### src/rtl/assert_macros.svh
// Assertion macros shared by the RTL of the character sorter.
// Expects signals clk and arst_n in the scope of each use.
`ifndef ASSERT_MACROS_SVH
`define ASSERT_MACROS_SVH

// Condition holds at every clock edge outside reset.
`define ASSERT_ALWAYS(label, expr, msg) \
	label: assert property (@(posedge clk) disable iff (!arst_n) (expr)) else $error(msg);

// Antecedent implies consequent in the same cycle.
`define ASSERT_IMPLIES(label, ante, cons, msg) \
	label: assert property (@(posedge clk) disable iff (!arst_n) (ante) |-> (cons)) \
		else $error(msg);

// Antecedent implies consequent in the next cycle.
`define ASSERT_NEXT(label, ante, cons, msg) \
	label: assert property (@(posedge clk) disable iff (!arst_n) (ante) |=> (cons)) \
		else $error(msg);

`endif

### src/rtl/cisort_pkg.sv
// Package for the case-insensitive character sorter.
// Holds the folded-key function, its constants and the cell control struct.
`default_nettype none
package cisort_pkg;

	localparam logic [7:0] ASCII_UPPER_A = 8'h41;
	localparam logic [7:0] ASCII_UPPER_Z = 8'h5A;
	localparam logic [7:0] CASE_OFFSET   = 8'd32;

	typedef struct packed {
		logic insert;
		logic drain;
	} cisort_ctrl_t;

	function automatic logic [7:0] fold_key(input logic [7:0] c);
		logic [7:0] k;
		k = c;
		if (c >= ASCII_UPPER_A && c <= ASCII_UPPER_Z) begin
			k = c + CASE_OFFSET;
		end
		return k;
	endfunction

endpackage
`default_nettype wire

### src/rtl/case_insensitive_char_sorter.sv
// Case-insensitive stable character sorter: insertion chain of MAX_CHARS cells.
// Input: one character transfer per cycle while filling; tlast closes a string.
// Latency: first sorted result is offered the cycle after the closing transfer.
// Throughput: input is held off while the chain drains; one result per cycle
// while m_axis_tready is high, and an empty string still gives one result.
// Reset: arst_n clears state, count and overflow flag; cell bytes stay undefined.
`default_nettype none
`include "assert_macros.svh"
module case_insensitive_char_sorter
	import cisort_pkg::*;
#(
	parameter int MAX_CHARS = 32
) (
	input  wire logic       clk,
	input  wire logic       arst_n,
	input  wire logic       s_axis_tvalid,
	output logic            s_axis_tready,
	input  wire logic [7:0] s_axis_tdata,  // [7:0] char_in
	input  wire logic       s_axis_tuser,  // [0] has_char
	input  wire logic       s_axis_tlast,  // end_of_string
	output logic            m_axis_tvalid,
	input  wire logic       m_axis_tready,
	output logic [7:0]      m_axis_tdata,  // [7:0] char_out
	output logic [1:0]      m_axis_tuser,  // [0] char_valid, [1] overflowed
	output logic            m_axis_tlast   // last_out
);

	localparam int CNT_W = $clog2(MAX_CHARS + 1);
	localparam logic [CNT_W-1:0] FULL = CNT_W'(MAX_CHARS);

	typedef enum logic {FILL, DRAIN} state_t;

	state_t           state_q;
	logic [CNT_W-1:0] count_q;
	logic             ovf_q;

	logic         s_xfer, m_xfer, full;
	cisort_ctrl_t ctrl;
	logic [MAX_CHARS-1:0] take;
	logic [7:0]           chars [MAX_CHARS];

	assign s_axis_tready = (state_q == FILL);
	assign m_axis_tvalid = (state_q == DRAIN);
	assign s_xfer = s_axis_tvalid && s_axis_tready;
	assign m_xfer = m_axis_tvalid && m_axis_tready;
	assign full = (count_q == FULL);

	assign ctrl.insert = s_xfer && s_axis_tuser && !full;
	assign ctrl.drain  = m_xfer && (count_q != '0);

	assign m_axis_tdata    = (count_q != '0) ? chars[0] : 8'h00;
	assign m_axis_tuser[0] = (count_q != '0);
	assign m_axis_tuser[1] = ovf_q;
	assign m_axis_tlast    = (count_q <= CNT_W'(1));

	for (genvar i = 0; i < MAX_CHARS; i++) begin : g_cell
		logic       prev_take;
		logic [7:0] prev_char, next_char;
		if (i == 0) begin : g_head
			assign prev_take = 1'b0;
			assign prev_char = 8'h00;
		end else begin : g_body
			assign prev_take = take[i-1];
			assign prev_char = chars[i-1];
		end
		if (i == MAX_CHARS - 1) begin : g_tail
			assign next_char = 8'h00;
		end else begin : g_mid
			assign next_char = chars[i+1];
		end
		cisort_cell u_cell (
			.clk       (clk),
			.ctrl      (ctrl),
			.char_in   (s_axis_tdata),
			.in_use    (count_q > CNT_W'(i)),
			.prev_take (prev_take),
			.prev_char (prev_char),
			.next_char (next_char),
			.take      (take[i]),
			.held      (chars[i])
		);
	end

	always_ff @(posedge clk or negedge arst_n) begin
		if (!arst_n) begin
			state_q <= FILL;
			count_q <= '0;
			ovf_q   <= 1'b0;
		end else begin
			case (state_q)
				FILL: begin
					if (ctrl.insert) begin
						count_q <= count_q + CNT_W'(1);
					end
					if (s_xfer && s_axis_tuser && full) begin
						ovf_q <= 1'b1;
					end
					if (s_xfer && s_axis_tlast) begin
						state_q <= DRAIN;
					end
				end
				DRAIN: begin
					if (ctrl.drain) begin
						count_q <= count_q - CNT_W'(1);
					end
					if (m_xfer && m_axis_tlast) begin
						state_q <= FILL;
						ovf_q   <= 1'b0;
					end
				end
				default: begin
					state_q <= FILL;
				end
			endcase
		end
	end

	`ASSERT_ALWAYS(a_count_bound, count_q <= FULL, "character count above capacity")
	`ASSERT_NEXT(a_last_empties, m_xfer && m_axis_tlast, count_q == '0 && !ovf_q,
		"chain not empty after last transfer")
	`ASSERT_IMPLIES(a_head_sorted, count_q >= CNT_W'(2),
		fold_key(chars[0]) <= fold_key(chars[1]), "head cells out of order")
	`ASSERT_IMPLIES(a_ovf_when_full, $rose(ovf_q), count_q == FULL,
		"overflow flagged below capacity")

endmodule
`default_nettype wire

### src/rtl/cisort_cell.sv
// One cell of the insertion-sort chain: holds a character byte.
// Depends on cisort_pkg for the folded key and the control struct.
`default_nettype none
module cisort_cell
	import cisort_pkg::*;
(
	input  wire logic         clk,
	input  wire cisort_ctrl_t ctrl,
	input  wire logic [7:0]   char_in,
	input  wire logic         in_use,
	input  wire logic         prev_take,
	input  wire logic [7:0]   prev_char,
	input  wire logic [7:0]   next_char,
	output logic              take,
	output logic [7:0]        held
);

	logic [7:0] char_q;

	// strict compare keeps equal keys in arrival order
	assign take = !in_use || (fold_key(char_q) > fold_key(char_in));
	assign held = char_q;

	always_ff @(posedge clk) begin
		if (ctrl.insert && take) begin
			char_q <= prev_take ? prev_char : char_in;
		end else if (ctrl.drain) begin
			char_q <= next_char;
		end
	end

endmodule
`default_nettype wire
### config.mk
export PLATFORM = sky130hd
export DESIGN_NAME = case_insensitive_char_sorter
export DESIGN_NICKNAME = d
export VERILOG_FILES = /design/src/rtl/cisort_pkg.sv /design/src/rtl/case_insensitive_char_sorter.sv /design/src/rtl/cisort_cell.sv
export VERILOG_INCLUDE_DIRS = /design/src /design/src/rtl
export SDC_FILE = /design/constraint.sdc
export NUM_CORES = 1
export LEC_CHECK = 0
export ABC_CLOCK_PERIOD_IN_PS = 8700
export BUFFER_PORTS_ARGS = -buffer_cell sky130_fd_sc_hd__buf_2
export CORE_UTILIZATION = 43
export DETAILED_ROUTE_END_ITERATION = 10
export SLEW_MARGIN = 20
export SYNTH_ARGS = -nofsm -noshare
export SYNTH_HDL_FRONTEND = slang
export SYNTH_SLANG_ARGS = --single-unit
### constraint.sdc
create_clock -name clk -period 8.7 [get_ports clk]
set_input_delay 0.435 -clock clk [delete_from_list [all_inputs] [get_ports clk]]
set_output_delay 0.435 -clock clk [all_outputs]
set_load 0.01 [all_outputs]
# ---- After elaboration in Yosys (flattened, before gate mapping)
# Cells that the tools add are included.
dict set report classes {
  eq_ne 5
  n_reduce_logical 173
  n_bitwise 1
  add_sub_neg 35
  magnitude_cmp 131
  n_mux 138
}
# operator n
set ops {}
lappend ops {{$mux W8} 129}
lappend ops {{$add A8 B6 Y8 const B} 33}
lappend ops {{$ge A8 B7 Y1 const B} 33}
lappend ops {{$le A8 B7 Y1 const B} 33}
lappend ops {{$gt A8 B8 Y1} 32}
lappend ops {{$gt A6 B5 Y1 const B} 16}
lappend ops {{$logic_and A1 B1 Y1} 73}
lappend ops {{$reduce_bool A2 Y1} 32}
lappend ops {{$gt A6 B4 Y1 const B} 8}
lappend ops {{$logic_not A1 Y1} 33}
lappend ops {{$logic_or A1 B1 Y1} 32}
lappend ops {{$gt A6 B3 Y1 const B} 4}
lappend ops {{$gt A6 B1 Y1 const B} 2}
lappend ops {{$gt A6 B2 Y1 const B} 2}
lappend ops {{$mux W6} 2}
lappend ops {{$pmux W6 S2} 1}
lappend ops {{$ne A2 B1 Y1 const B} 4}
lappend ops {{$add A6 B1 Y6 const B} 1}
lappend ops {{$eq A6 B6 Y1 const B} 1}
lappend ops {{$le A6 B1 Y1 const B} 1}
lappend ops {{$reduce_bool A6 Y1} 1}
lappend ops {{$sub A6 B1 Y6 const B} 1}
lappend ops {{$mux W1} 4}
lappend ops {{$pmux W1 S2} 2}
lappend ops {{2 further kinds} 3}
dict set report totals {
  out_inout_bits 13
  regBits 264
  input_bits 14
}

# ---- Depth between registers and ports, before layout
# Gate-level depths: netlist of the first run.
dict set report logic_depth {
  ltp_word 7
  ltp_mapped 17
  depth_no_buf 14
}

# ---- By module
# From an unflattened synthesis of the first run, not the netlist that was laid out.
dict set report unflattened {
  hier_cells 2554
  hier_area_um2 25592.0
}
# mod cells_per_inst area_each_um2 seq_area_each_um2 instances
set by_module_without_submodules {}
lappend by_module_without_submodules {cisort_cell 76 770.7 240.2 32}
lappend by_module_without_submodules {case_insensitive_char_sorter 122 928.4 200.2 1}

# ---- Least setup slack after synthesis of the first run
# OpenSTA, ideal clock, no wires.
dict set report synth_path {
  path_type {input to register}
  start {in s_axis_tdata[2]}
  end {reg g_cell[28].u_cell.char_q[0], enable pin}
  slack_ns 3.006
  arrival_time_ns 5.393
  n_path_buf 2
  cell_stages 14
  t_required_ns 8.398
  path_cell_list {inv_1 nand2_1 a41oi_1 ha_1 a21o_1 mux2_2 o31a_1 maj3_1 maj3_2 or2_1 clkbuf_1 buf_2 nand2_1 nand2_1}
}
dict set report synth_via {
  elab_chain_cells 7
}
# element line
set synth_rtl {}
lappend synth_rtl {{start: declaration} case_insensitive_char_sorter.sv:18} ;# input wire logic [7:0] s_axis_tdata,
lappend synth_rtl {{$ge A8 B7 Y1 or $le A8 B7 Y1 (tied branches)} cisort_pkg.sv:18} ;# if (c >= ASCII_UPPER_A && c <= ASCII_UPPER_Z) begin
lappend synth_rtl {{$logic_and A1 B1 Y1} cisort_pkg.sv:18}
lappend synth_rtl {{$mux W8 (*)} cisort_pkg.sv:18}
lappend synth_rtl {{$gt A8 B8 Y1 (*)} cisort_cell.sv:21} ;# assign take = !in_use || (fold_key(char_q) > fold_key(char_in));
lappend synth_rtl {{$logic_or A1 B1 Y1 (*)} cisort_cell.sv:21}
lappend synth_rtl {{$logic_and A1 B1 Y1 (*)} cisort_cell.sv:25} ;# if (ctrl.insert && take) begin
lappend synth_rtl {{$reduce_bool A2 Y1 (no source line) (*)} n/a}
lappend synth_rtl {{end signal: assignment} cisort_cell.sv:26} ;# char_q <= prev_take ? prev_char : char_in;
lappend synth_rtl {{end signal: assignment} cisort_cell.sv:28} ;# char_q <= next_char;
lappend synth_rtl {{end: declaration} cisort_cell.sv:18} ;# logic [7:0] char_q;
# Mark *: on every way between the ends. The rest lies on a longest branch, timed or not.
# A chain may end at the register's enable or synchronous reset.

# ---- Worst setup path in the final report of the first run
dict set report layout_path {
  start {in s_axis_tdata[1]}
  end {reg g_cell[28].u_cell.char_q[7], enable pin}
}
# Same word-level chain as after synthesis.

==> results of run 1 <==
## cell type report
class / count / area, um2 / share of cell area, %
Timing Repair Buffer: 54 / 345.3 / 1.389
Tap cell: 688 / 860.8 / 3.463
Clock buffer: 44 / 930.9 / 3.744
Sequential cell: 264 / 7888 / 31.73
Clock inverter: 17 / 200.2 / 0.8052
Inverter: 78 / 292.8 / 1.178
Multi-Input combinational cell: 2001 / 14340 / 57.70
## critical path, stage by stage
cell	delay, ns
buf_2	0.08
buf_4	0.50
a21o_1	0.22
nand3_1	0.20
a41oi_4	0.58
buf_4	0.54
ha_1	0.34
a21o_1	0.17
mux2_2	0.26
o31a_1	0.12
maj3_1	0.38
maj3_2	0.36
or2_1	0.52
nand2_1	0.23
nand2_1	0.23
## power by group through the flow
stage	combinational, W	clock [W]	sequential, W
finish	0.00416	0.00146	0.00284
global route	0.00463	0.00153	0.00291
floorplan	0.00330	0	0.00248
global placement	0.00397	0	0.00282
detailed placement	0.00410	0	0.00284
CTS	0.00413	0.00148	0.00282
## cell families (layout without fill, tap and decap cells)
| kind of cell | count (synthesis) | in the layout | synth area share, % |
|---|---|---|---|
| AO/OA/AOI/OAI | 773 | 773 | 21.87 |
| buffers and inverters | 185 | 193 | 3.323 |
| multiplexers | 253 | 253 | 11.55 |
| adder cells (fa/ha/maj) | 282 | 282 | 14.86 |
| AND/OR/NAND/NOR | 687 | 687 | 13.78 |
| flip-flops | 264 | 264 | 34.40 |
| XOR/XNOR | 6 | 6 | 0.2292 |
## final timing paths
check / end / slack [ns] / cells past startpoint
worst max register to register: g_cell[22].u_cell.held[0] / 4.20 / 12
worst min-delay path: m_axis_tvalid / 0.13 / 3
worst max-delay path: g_cell[28].u_cell.held[7] / 3.73 / 15
worst min register to register: ovf_q / 0.52 / 2
min in group asynchronous: count_q[4] / 0.28 / 2
max in group asynchronous: count_q[3] / 8.20 / 2
## sequential cells by signal (all words and copies together) (netlist names)
| name | count |
|---|---|
| m_axis_tvalid | 1 |
| ovf_q | 1 |
| count_q | 6 |
| g_cell.u_cell.held | 256 |
## Yosys cell counts (13+ instances only)
cell	number	area [um2]
nand2_1	335	1257
edfxtp_1	256	7687
ha_1	229	2865
a21oi_1	193	965.9
o21ai_0	190	950.9
mux2i_1	164	1642
nor2_1	121	454.2
mux2_2	87	979.7
inv_1	78	292.8
clkbuf_1	72	270.3
maj3_1	44	440.4
a31oi_1	37	231.5
o22ai_1	33	206.5
o211ai_1	32	240.2
nand3_1	31	155.2
nand4_1	30	187.7
o21bai_1	30	225.2
o21ai_1	28	140.1
or4_1	28	210.2
nor2b_1	27	168.9
nor3_1	27	135.1
buf_2	24	120.1
o221ai_1	22	192.7
a21o_1	20	150.1
nand2b_1	20	125.1
o21a_1	19	142.6
o31ai_1	19	142.6
a211oi_1	14	105.1
o41a_1	14	157.7
o41ai_1	13	113.9
## per-layer routing
layer  GRT usage (%)  routed length [um]  up-vias
li1                -                   -     9406
met1           36.73               32350     9658
met2           41.55               32300      702
met3           3.407                4863      137
met4           8.538                2133        0
met5               0                   0        -
## metrics by stage
step	cells	hold slack [ns]	total power, W	worst slack, ns
after floorplan	2450	0.1394	0.005778	3.006
after global placement	3083	0.3160	0.006791	3.293
after global routing	3146	0.1440	0.009075	3.506
final	3146	0.1330	0.008469	3.728
after detailed placement	3083	0.3124	0.006945	3.178
after CTS	3145	0.1125	0.008431	3.761
==> results, run 1 <==
- The flow ran to the end, and the final reports show no timing, DRC or antenna violations.
- The number of vias per cell is 6.326.
- CTS placed an instance of clkbuf_16 at the clock tree root.
- Setup violations remaining at the end of the flow were counted as 0.
- Of the total power, registers draw between 30 and 40%.
- The startpoint identified for the worst hold timing path is s_axis_tlast.
- Synthesis inferred 264 register bits.
- For this run the aggregate overflow at the end of global routing stands at 0.
- The net count after synthesis is approximately 2700.
- Setup repair after global routing left no endpoint under its margin.
- The number of routed nets with antenna violations is 0.
- For this block, the routed nets add up to between 70000 and 80000 um of wire.
- For this run, design rule violations remaining after detail routing come to 0.
- The worst register-to-register path begins at g_cell[22].u_cell.held[2].
- The number of antenna violations at the first check in global routing is 1.
- The number of setup buffers added after CTS is 0.
- Of the cells placed in the final design, the portion with a size suffix greater than 1 is 10.66%.
- Dividing the final minimum period by the clock period gives 57.14%.
- In the synthesized netlist, the number of instances is 2450.
- In the final routed layout, each cell accounts on average for 22.77 um.
- The worst pin sits at a relative slew slack of 30.58%.
- The worst-case IR drop observed on VDD is 183.2 uV.
- The type of the tightest min-delay check is in -> reg.
- The TritonCTS clock tree is built.
- The number of hold violations in the final report is 0.
- After synthesis the cells add up to 22930 um2.
- The worst setup path is captured at a flip-flop.
- Leaving out fill and tap cells, the most frequent cells in the layout are nand2_1 (335), edfxtp_1 (256), ha_1 (229).
- The kind of critical path is in -> reg.
- The repair_antennas step left the layout with diodes totalling 0.
- The worst setup path startpoint is s_axis_tdata[1].
- The detailed router finished its first iteration with ~1900 violations.
- The number of buffers added to fix hold violations after cts is 1.
- The final cell utilization of the core is 47.22%.
- At the pin with the least slew margin, the transition time is 1.041 ns.
- The via count of the routed design is between 15000 and 20000.
- The via count of the first global-routing pass was 19070.
- The clock-pin slew on the worst setup and hold paths is 0.05 ns.
- The floorplan has 84 rows.
- The proportion of power drawn by combinational gates is 49.2%.
- CTS built an H-tree with a depth of 2.
- The final RePlAce weighted congestion is 0.8894.
- Leaving out fill and tap cells, the most frequent cell in the layout is nand2_1.
- For this run, the number of Yosys warnings is 0.
- The count of nets after finishing is 2677.
- The switching part of the total is 44.27%.
- The internal portion of the total power is 0.004720 W.
- The vertical die dimension is 232.9 um.
- The most instantiated flip-flop cell in the synthesis netlist is edfxtp_1.
- Global routing used between 20% and 30% of the available tracks across all layers.
- Dividing total power by cell area gives a power density of 340.7 nW/um2.
- The accumulated negative setup slack is 0 ns.
- The clock buffer count from CTS is 35.
- The area added between synthesis and finish is 8.413%.
- Of the total power, the clock network draws 17.2%.
- For this run, the register share of the synthesized area comes to between 30 and 40%.
- The standard cell core area is 52660 um2.
- The count of fill cells added during filler insertion is 4918.
- The max-slew violation count was 0.
- The largest fanout on the critical path is 32.
- At the worst endpoint, the arrival time is 5.20 ns.
- The later pin in the worst-skew pair is clocked with a latency of 0.56 ns.
- A synthesized cell averages 9.360 um2.
- The time the worst path needs with I/O delays and setup is between 4 and 5 ns.
- In this run, distinct cell masters in the synthesized netlist total 88.
- The number of flops mapped to enable cells by yosys is 256.
- In this run the cell area measured after placement is 23710 um2.
- The required time reported for the critical path endpoint is 8.93 ns.
- No sink is reached through more buffers than the 3 on the longest clock path.
- Once the clock tree was built, the resizer swapped 0 gates to a different size.
- The effective utilization at floorplan is 43.55%.
- The clock tree skew after final layout is around 0.018 ns.
- The first-pass GRT wire length is 109800 um.
- The largest net degree at the start of global routing is 53.
- The die covers 54260 um2.
- Derived from the worst setup path, the maximum achievable clock frequency is between 0.2 and 0.25 GHz.
- The power spent charging and discharging nets is 0.003749 W.
- 27 I/O pins were placed.
- Before antenna repair, the detailed router went through 6 iterations.
- The critical path startpoint category is an input pin.
- The clock net in this run drives a total of roughly 260 sinks.
- After routing the design area is 24860 um2.
- During placement, the flow inserted port buffers numbering 26.
- The leakage power figure is 10.05 nW.
- The share of async-settable or async-resettable flops after synthesis is a little over 3%.
- The HPWL reported at the end of detailed placement is approximately 50000 um.
- The max-cap violation count is 0.
- Measured along the x axis, the die boundary spans 232.9 um.
No activity file was read; power rests on OpenSTA's default activity.
==> run 2, diff against run 1 <==
- ABC_CLOCK_PERIOD_IN_PS: 8700 -> 4790
- clock period: 8.7 -> 4.79 ns (I/O delays scaled with it)
==> results, run 2 (synthesized netlist as in run 1, its figures left out) <==
- The number of buffers inserted by port buffering is 26 (unchanged).
- The worst setup path is captured at a flip-flop.
- The run finished with clean final reports.
- The effective utilization at floorplan is 43.55% (unchanged).
- The accumulated negative setup slack is 0 ns (unchanged).
- The number of instances in the placed design was 3113 (+0.97%).
- The slowest stage cell on the critical path is or2_1.
- The worst hold slack across all endpoints is 0.06408 ns (-0.06891 ns).
- The die footprint is 54260 um2 (unchanged).
- The clock buffer count from CTS is 35 (unchanged).
- The aggregate routed wire length is 74740 um (+4.3%).
- The number of antenna violations at the first check in global routing was 1 (unchanged).
- The total setup buffers inserted after CTS was 0 (unchanged).
- The area added between synthesis and finish is 9.303%.
- The max-cap violation count is 0 (unchanged).
- The final RePlAce weighted congestion is 0.8976 (+0.92%).
- The max-slew violation count came to 0 (unchanged).
- Setup repair after global routing left no endpoint under its margin.
- The number of vias per cell came to 6.395 (+1.1%).
- The number of standard cells in the layout, taps in and fillers out was 3179 (+1.0%).
- The maximum clock frequency is 0.2381 GHz.
- The maximum ir drop on the vdd rail is 303.4 uV (+66%).
- The critical path goes through a21o_1, a32oi_1, nand2_1, o21ai_0, ha_1, a21o_1, mux2_2, o31a_1, maj3_1, maj3_2, or2_1, nand2_1, nand2_1.
- The relative slew slack is 34.46% (+3.9 points).
- The largest stage delay on the critical path is 0.52 ns (-0.06 ns).
- The worst setup slack after layout came to 0.5907 ns (-3.138 ns).
- The cell area after layout is 25070 um2 (+0.82%).
- The data arrival time of the critical path is 4.41 ns (-0.79 ns).
- The via count of the routed design came to 20330 (+2.1%).
- The post-place instance area was 23950 um2 (+1.0%).
- The via count of the first global-routing pass is 19360 (+1.5%).
- The required time reported for the critical path endpoint came to 5.00 ns (-3.93 ns).
- Leaving out fill and tap cells, the most frequent cells in the layout are nand2_1 (335), edfxtp_1 (256), ha_1 (229).
- The number of flip-flops under the largest register name is 256 (unchanged).
- The number of placed I/O pins is 27 (unchanged).
- The time the worst path needs with I/O delays and setup is 4.199 ns.
- The count of nets after finishing is 2708 (+1.2%).
- The iteration count of the initial detailed-routing pass is 6 (unchanged).
- The die boundary width is 232.9 um (unchanged).
- The count of unresolved DRC violations after routing is 0 (unchanged).
- The depth of the CTS H-tree is 2 (unchanged).
- The critical path startpoint category is a flip-flop.
- The overall routing resource usage is 27.41% (+1.2 points).
- The clock tree skew after final layout is 0.02044 ns (+0.002293 ns).
- The global route total overflow is 0 (unchanged).
- TritonCTS built the clock tree.
- The number of routed nets with antenna violations was 0 (unchanged).
- By startpoint and endpoint, the worst setup path is classified as reg -> reg.
- The largest net degree at the start of global routing was 49 (-7.5%).
- The share of cells above drive strength 1 came to 11.61% (+0.95 points).
- The wire length per cell after detailed routing is 23.51 um (+3.2%).
- The buffer depth of the longest clock path is 3 (unchanged).
- The clock-pin slew on the worst setup and hold paths is 0.05 ns (about the same).
- The count of clock tree sinks came to 264 (unchanged).
- The path class of the tightest hold or removal check is in -> reg.
- The vertical die dimension was 232.9 um (unchanged).
- The HPWL reported at the end of detailed placement is 53310 um (+7.6%).
- The first-pass GRT wire length is 114400 um (+4.2%).
- Leaving out fill and tap cells, the most frequent cell in the layout is nand2_1.
- The largest fanout on the critical path is 22 (-31%).
- The clock network latency to the later pin of the worst-skew pair was 0.56 ns (about the same).
- The leakage power figure is 10.18 nW (+1.3%).
- The number of placement rows is 84 (unchanged).
- The final count of negative-setup-slack endpoints is 0 (unchanged).
- The post-placement setup slack is 0.3595 ns (-2.819 ns).
- The CTS root buffer is clkbuf_16.
- The standard cell core area is 52660 um2 (unchanged).
- The slew of the pin with the lowest slew margin is 0.9831 ns (-0.05822 ns).
- The power density relative to cell area is 617.8 nW/um2 (+81%).
- The library cell appearing most often on the critical path is nand2_1.
- The initial DRC count is 1897 (+0.85%).
- Of the available clock period, the critical path in the final layout requires 87.67%.
- The number of hold violations in the final report came to 0 (unchanged).
==> run 2: changes by cell type in the layout (fill, tap and decap cells not counted), moves of 2 or more <==
| cell | delta |
|---|---|
| clkbuf_8 | +2 |
| dlygate4sd3_1 | +2 |
| buf_4 | +28 |
| diode_2 | +2 |
| bufinv_16 | -3 |
==> run 2: worst paths after layout <==
check,start,to,slack (ns),cells past startpoint
worst max register to register,g_cell[28].u_cell.held[1],g_cell[28].u_cell.held[5],0.59,13
worst min register to register,ovf_q,ovf_q,0.53,2
worst min-delay path,s_axis_tvalid,ovf_q,0.06,3
min in group asynchronous,arst_n,count_q[0],0.09,2
max in group asynchronous,arst_n,m_axis_tvalid,4.48,2
worst max-delay path,g_cell[28].u_cell.held[1],g_cell[28].u_cell.held[5],0.59,13
==> run 2: worst max-delay path, delay by kind of cell (launching register included) <==
family,cells,cell delay (ns)
AND/OR/NAND/NOR,4,1.07
adder cells (fa/ha/maj),3,1.03
multiplexers,1,0.25
flip-flops,1,0.49
AO/OA/AOI/OAI,5,1.02
==> run 2: power by group <==
group          switching [W]  total (W)  internal [W]
sequential           0.00139    0.00517       0.00378
combinational        0.00448    0.00774       0.00326
clock                0.00108    0.00257       0.00149
==> run 2: layer usage <==
layer  global-route usage [%]  vias to the layer above  part of all wire, %
met2                    43.07                      826                   45
met3                    3.382                      155                  7.6
met4                    10.03                        0                  3.5
met1                    38.42                     9878                   44
li1                         -                     9471                    -
met5                        0                        -                    0
==> run 2: area by class of cell <==
| cell class | count | area [um2] |
|---|---|---|
| Fill cell | 4942 | 27590 |
| Multi-Input combinational cell | 2001 | 14340 |
| Sequential cell | 264 | 7888 |
| Clock buffer | 48 | 987.2 |
| Tap cell | 688 | 860.8 |
| Timing Repair Buffer | 85 | 595.6 |
| Inverter | 78 | 292.8 |
| Clock inverter | 13 | 92.59 |
| Antenna cell | 2 | 5.005 |
==> run 2: what timing repair did <==
item	CTS	global route
resized for setup	0	0
hold buffers	3	0
endpoints found under the hold margin	9	0
==> run 2: metrics by stage <==
stage	power [W]	util, %
4_1_cts	0.01540	47.59
3_3_place_gp	0.01254	45.49
5_1_grt	0.01656	47.60
3_5_place_dp	0.01277	45.49
6_report	0.01549	47.60
2_1_floorplan	0.01050	-
==> run 3, diff against run 2 <==
- PLACE_DENSITY: unset -> 0.67
==> results, run 3 (synthesized netlist as in run 1, its figures left out) <==
- The share of cells above drive strength 1 is 11.32% (-0.29 points).
- The root buffer cell chosen for the clock tree is clkbuf_16.
- The largest fanout on the critical path came to 17 (-23%).
- The run finished with clean final reports.
- The time the worst path needs with I/O delays and setup is 4.214 ns (+0.01517 ns).
- The leakage power figure was 10.18 nW (about the same).
- The data arrival time of the critical path is 4.42 ns (about the same).
- The wire length per cell after detailed routing is 23.02 um (-2.1%).
- The first-pass GRT wire length is 112900 um (-1.3%).
- The nature of the critical path endpoint is a flip-flop.
- The storage element area is 7888 um2 (unchanged).
- The die boundary width was 232.9 um (unchanged).
- The cell area after layout is 25080 um2 (about the same).
- The number of antenna violations at the first check in global routing came to 5 (+4).
- The initial DRC count is 2218 (+17%).
- The maximum ir drop on the vdd rail is 264.6 uV (-13%).
- The total power is 0.01556 W (+0.45%).
- The aggregate routed wire length was 73120 um (-2.2%).
- The via count of the routed design is 20520 (+0.95%).
- The number of instances resized during post-cts repair is 0 (unchanged).
- The type of the tightest min-delay check is in -> reg.
- The clock buffer count from CTS is 36 (+2.9%).
- The max-slew violation count is 0 (unchanged).
- The area added between synthesis and finish was 9.368% (about the same).
- The number of routed nets with antenna violations is 0 (unchanged).
- The clock tree skew after final layout is 0.01900 ns (-0.001432 ns).
- The area taken by multi-input logic gates was 14340 um2 (about the same).
- The depth of the CTS H-tree is 2 (unchanged).
- The max-cap violation count was 0 (unchanged).
- The TritonCTS clock tree is built.
- The number of vias per cell is 6.462 (+1.0%).
- The post-place instance area is 23890 um2 (-0.25%).
- The number of placed I/O pins is 27 (unchanged).
- The maximum clock frequency was 0.2373 GHz (-0.36%).
- The largest net degree at the start of global routing is 58 (+18%).
- The count of clock tree sinks is 264 (unchanged).
- The iteration count of the initial detailed-routing pass was 5 (-1).
- The worst hold slack across all endpoints is 0.03621 ns (-0.02787 ns).
- The final count of negative-setup-slack endpoints is 0 (unchanged).
- The relative slew slack came to 35.95% (+1.5 points).
- The overall routing resource usage came to 26.76% (-0.65 points).
- Setup repair after global routing left no endpoint under its margin.
- The total setup buffers inserted after CTS came to 0 (unchanged).
- The kind of critical path is reg -> reg.
- The share of the cycle needed by the critical path after routing was 87.99% (+0.32 points).
- The worst setup path is launched from a flip-flop.
- The via count of the first global-routing pass came to 20160 (+4.1%).
- The count of fill cells added during filler insertion is 4852 (-1.8%).
- The final RePlAce weighted congestion is 0.9363 (+4.3%).
- The clock-pin slew on the worst setup and hold paths is 0.06 ns (about the same).
- The effective utilization at floorplan is 43.55% (unchanged).
- The HPWL reported at the end of detailed placement was 51560 um (-3.3%).
- The vertical die dimension came to 232.9 um (unchanged).
- The clock network latency to the later pin of the worst-skew pair was 0.56 ns (about the same).
- The global route total overflow came to 0 (unchanged).
- The number of flip-flops under the largest register name came to 256 (unchanged).
- The slew of the pin with the lowest slew margin was 0.9608 ns (-0.02231 ns).
- The required time reported for the critical path endpoint came to 4.99 ns (about the same).
- The number of buffers inserted by port buffering is 26 (unchanged).
- The buffer depth of the longest clock path is 3 (unchanged).
- The die footprint is 54260 um2 (unchanged).
- The standard cell core area came to 52660 um2 (unchanged).
- The count of nets after finishing is 2699 (-0.33%).
- The critical path goes through or4_1, o221ai_1, o21bai_1, ha_1, a21o_1, a211oi_1, a211o_1, maj3_1, a21oi_1, o21ai_1, nand2_1.
- The slowest stage cell on the critical path is o21ai_1.
- The largest stage delay on the critical path was 0.71 ns (+0.19 ns).
- The count of unresolved DRC violations after routing is 0 (unchanged).
- The accumulated negative setup slack came to 0 ns (unchanged).
- The number of placement rows is 84 (unchanged).
- The number of hold violations in the final report came to 0 (unchanged).
- The library cell used most frequently in the layout, excluding fill and tap cells, is nand2_1.
- The top cell types in the final layout, fill and taps aside, are nand2_1 (335), edfxtp_1 (256), ha_1 (229).
- The power density relative to cell area is 620.2 nW/um2 (+0.39%).
==> run 3: cell count changes in the layout (fill, tap and decap cells not counted), moves of 2 or more <==
cell / delta
buf_12: +2
buf_4: -13
bufinv_16: +2
diode_2: +3
inv_6: +2
==> run 3: metrics by stage <==
stage | util (%) | setup WS [ns] | std cells
floorplan | - | 0.2232 | 2450
global placement | 45.37 | 0.5813 | 3103
detailed placement | 45.37 | 0.4792 | 3103
CTS | 47.61 | 0.6622 | 3171
global route | 47.63 | 0.2845 | 3176
finish | 47.63 | 0.5755 | 3176
==> run 3: layout make-up <==
type / instances / share of cell area [%]
antenna: 5 / 0.04989
clock buffer: 49 / 3.951
clock inverter: 16 / 0.6236
inverter: 78 / 1.167
multi-input combinational: 2001 / 57.16
sequential: 264 / 31.45
tap: 688 / 3.432
timing repair buffer: 75 / 2.165
==> run 3: final timing paths <==
kind | start | slack, ns | cells after the start | to
max reg2reg | g_cell[1].u_cell.held[0] | 0.58 | 11 | g_cell[1].u_cell.held[7]
min | m_axis_tready | 0.04 | 4 | m_axis_tvalid
min reg2reg | ovf_q | 0.54 | 2 | ovf_q
min in group asynchronous | arst_n | 0.07 | 2 | ovf_q
max | g_cell[1].u_cell.held[0] | 0.58 | 11 | g_cell[1].u_cell.held[7]
max in group asynchronous | arst_n | 4.51 | 2 | count_q[2]
==> run 3: critical path, delay by kind of cell, from the launching register on <==
kind / cells / cell delay, ns
DFF: 1 / 0.44
adders and majority gates: 2 / 0.54
and+or+nand+nor: 2 / 1.02
AOI/OAI and AO/OA: 7 / 1.85
==> run 3: timing repair <==
action,in CTS,in global routing
endpoints found under the setup margin,0,0
hold buffers,3,0
endpoints found under the hold margin,9,0
==> run 3: power by group <==
| group | internal [W] | total [W] | switching (W) |
|---|---|---|---|
| Sequential | 0.00378 | 0.00517 | 0.00139 |
| Clock | 0.00161 | 0.00270 | 0.00109 |
| Combinational | 0.00323 | 0.00769 | 0.00446 |
==> run 3: metal layers <==
layer / routed length (um) / vias up / GRT usage (%)
met1: 30810 / 9986 / 35.54
met3: 6033 / 170 / 3.811
li1: - / 9450 / -
met2: 34000 / 918 / 43.79
met5: 0 / - / 0
met4: 2282 / 0 / 10.31
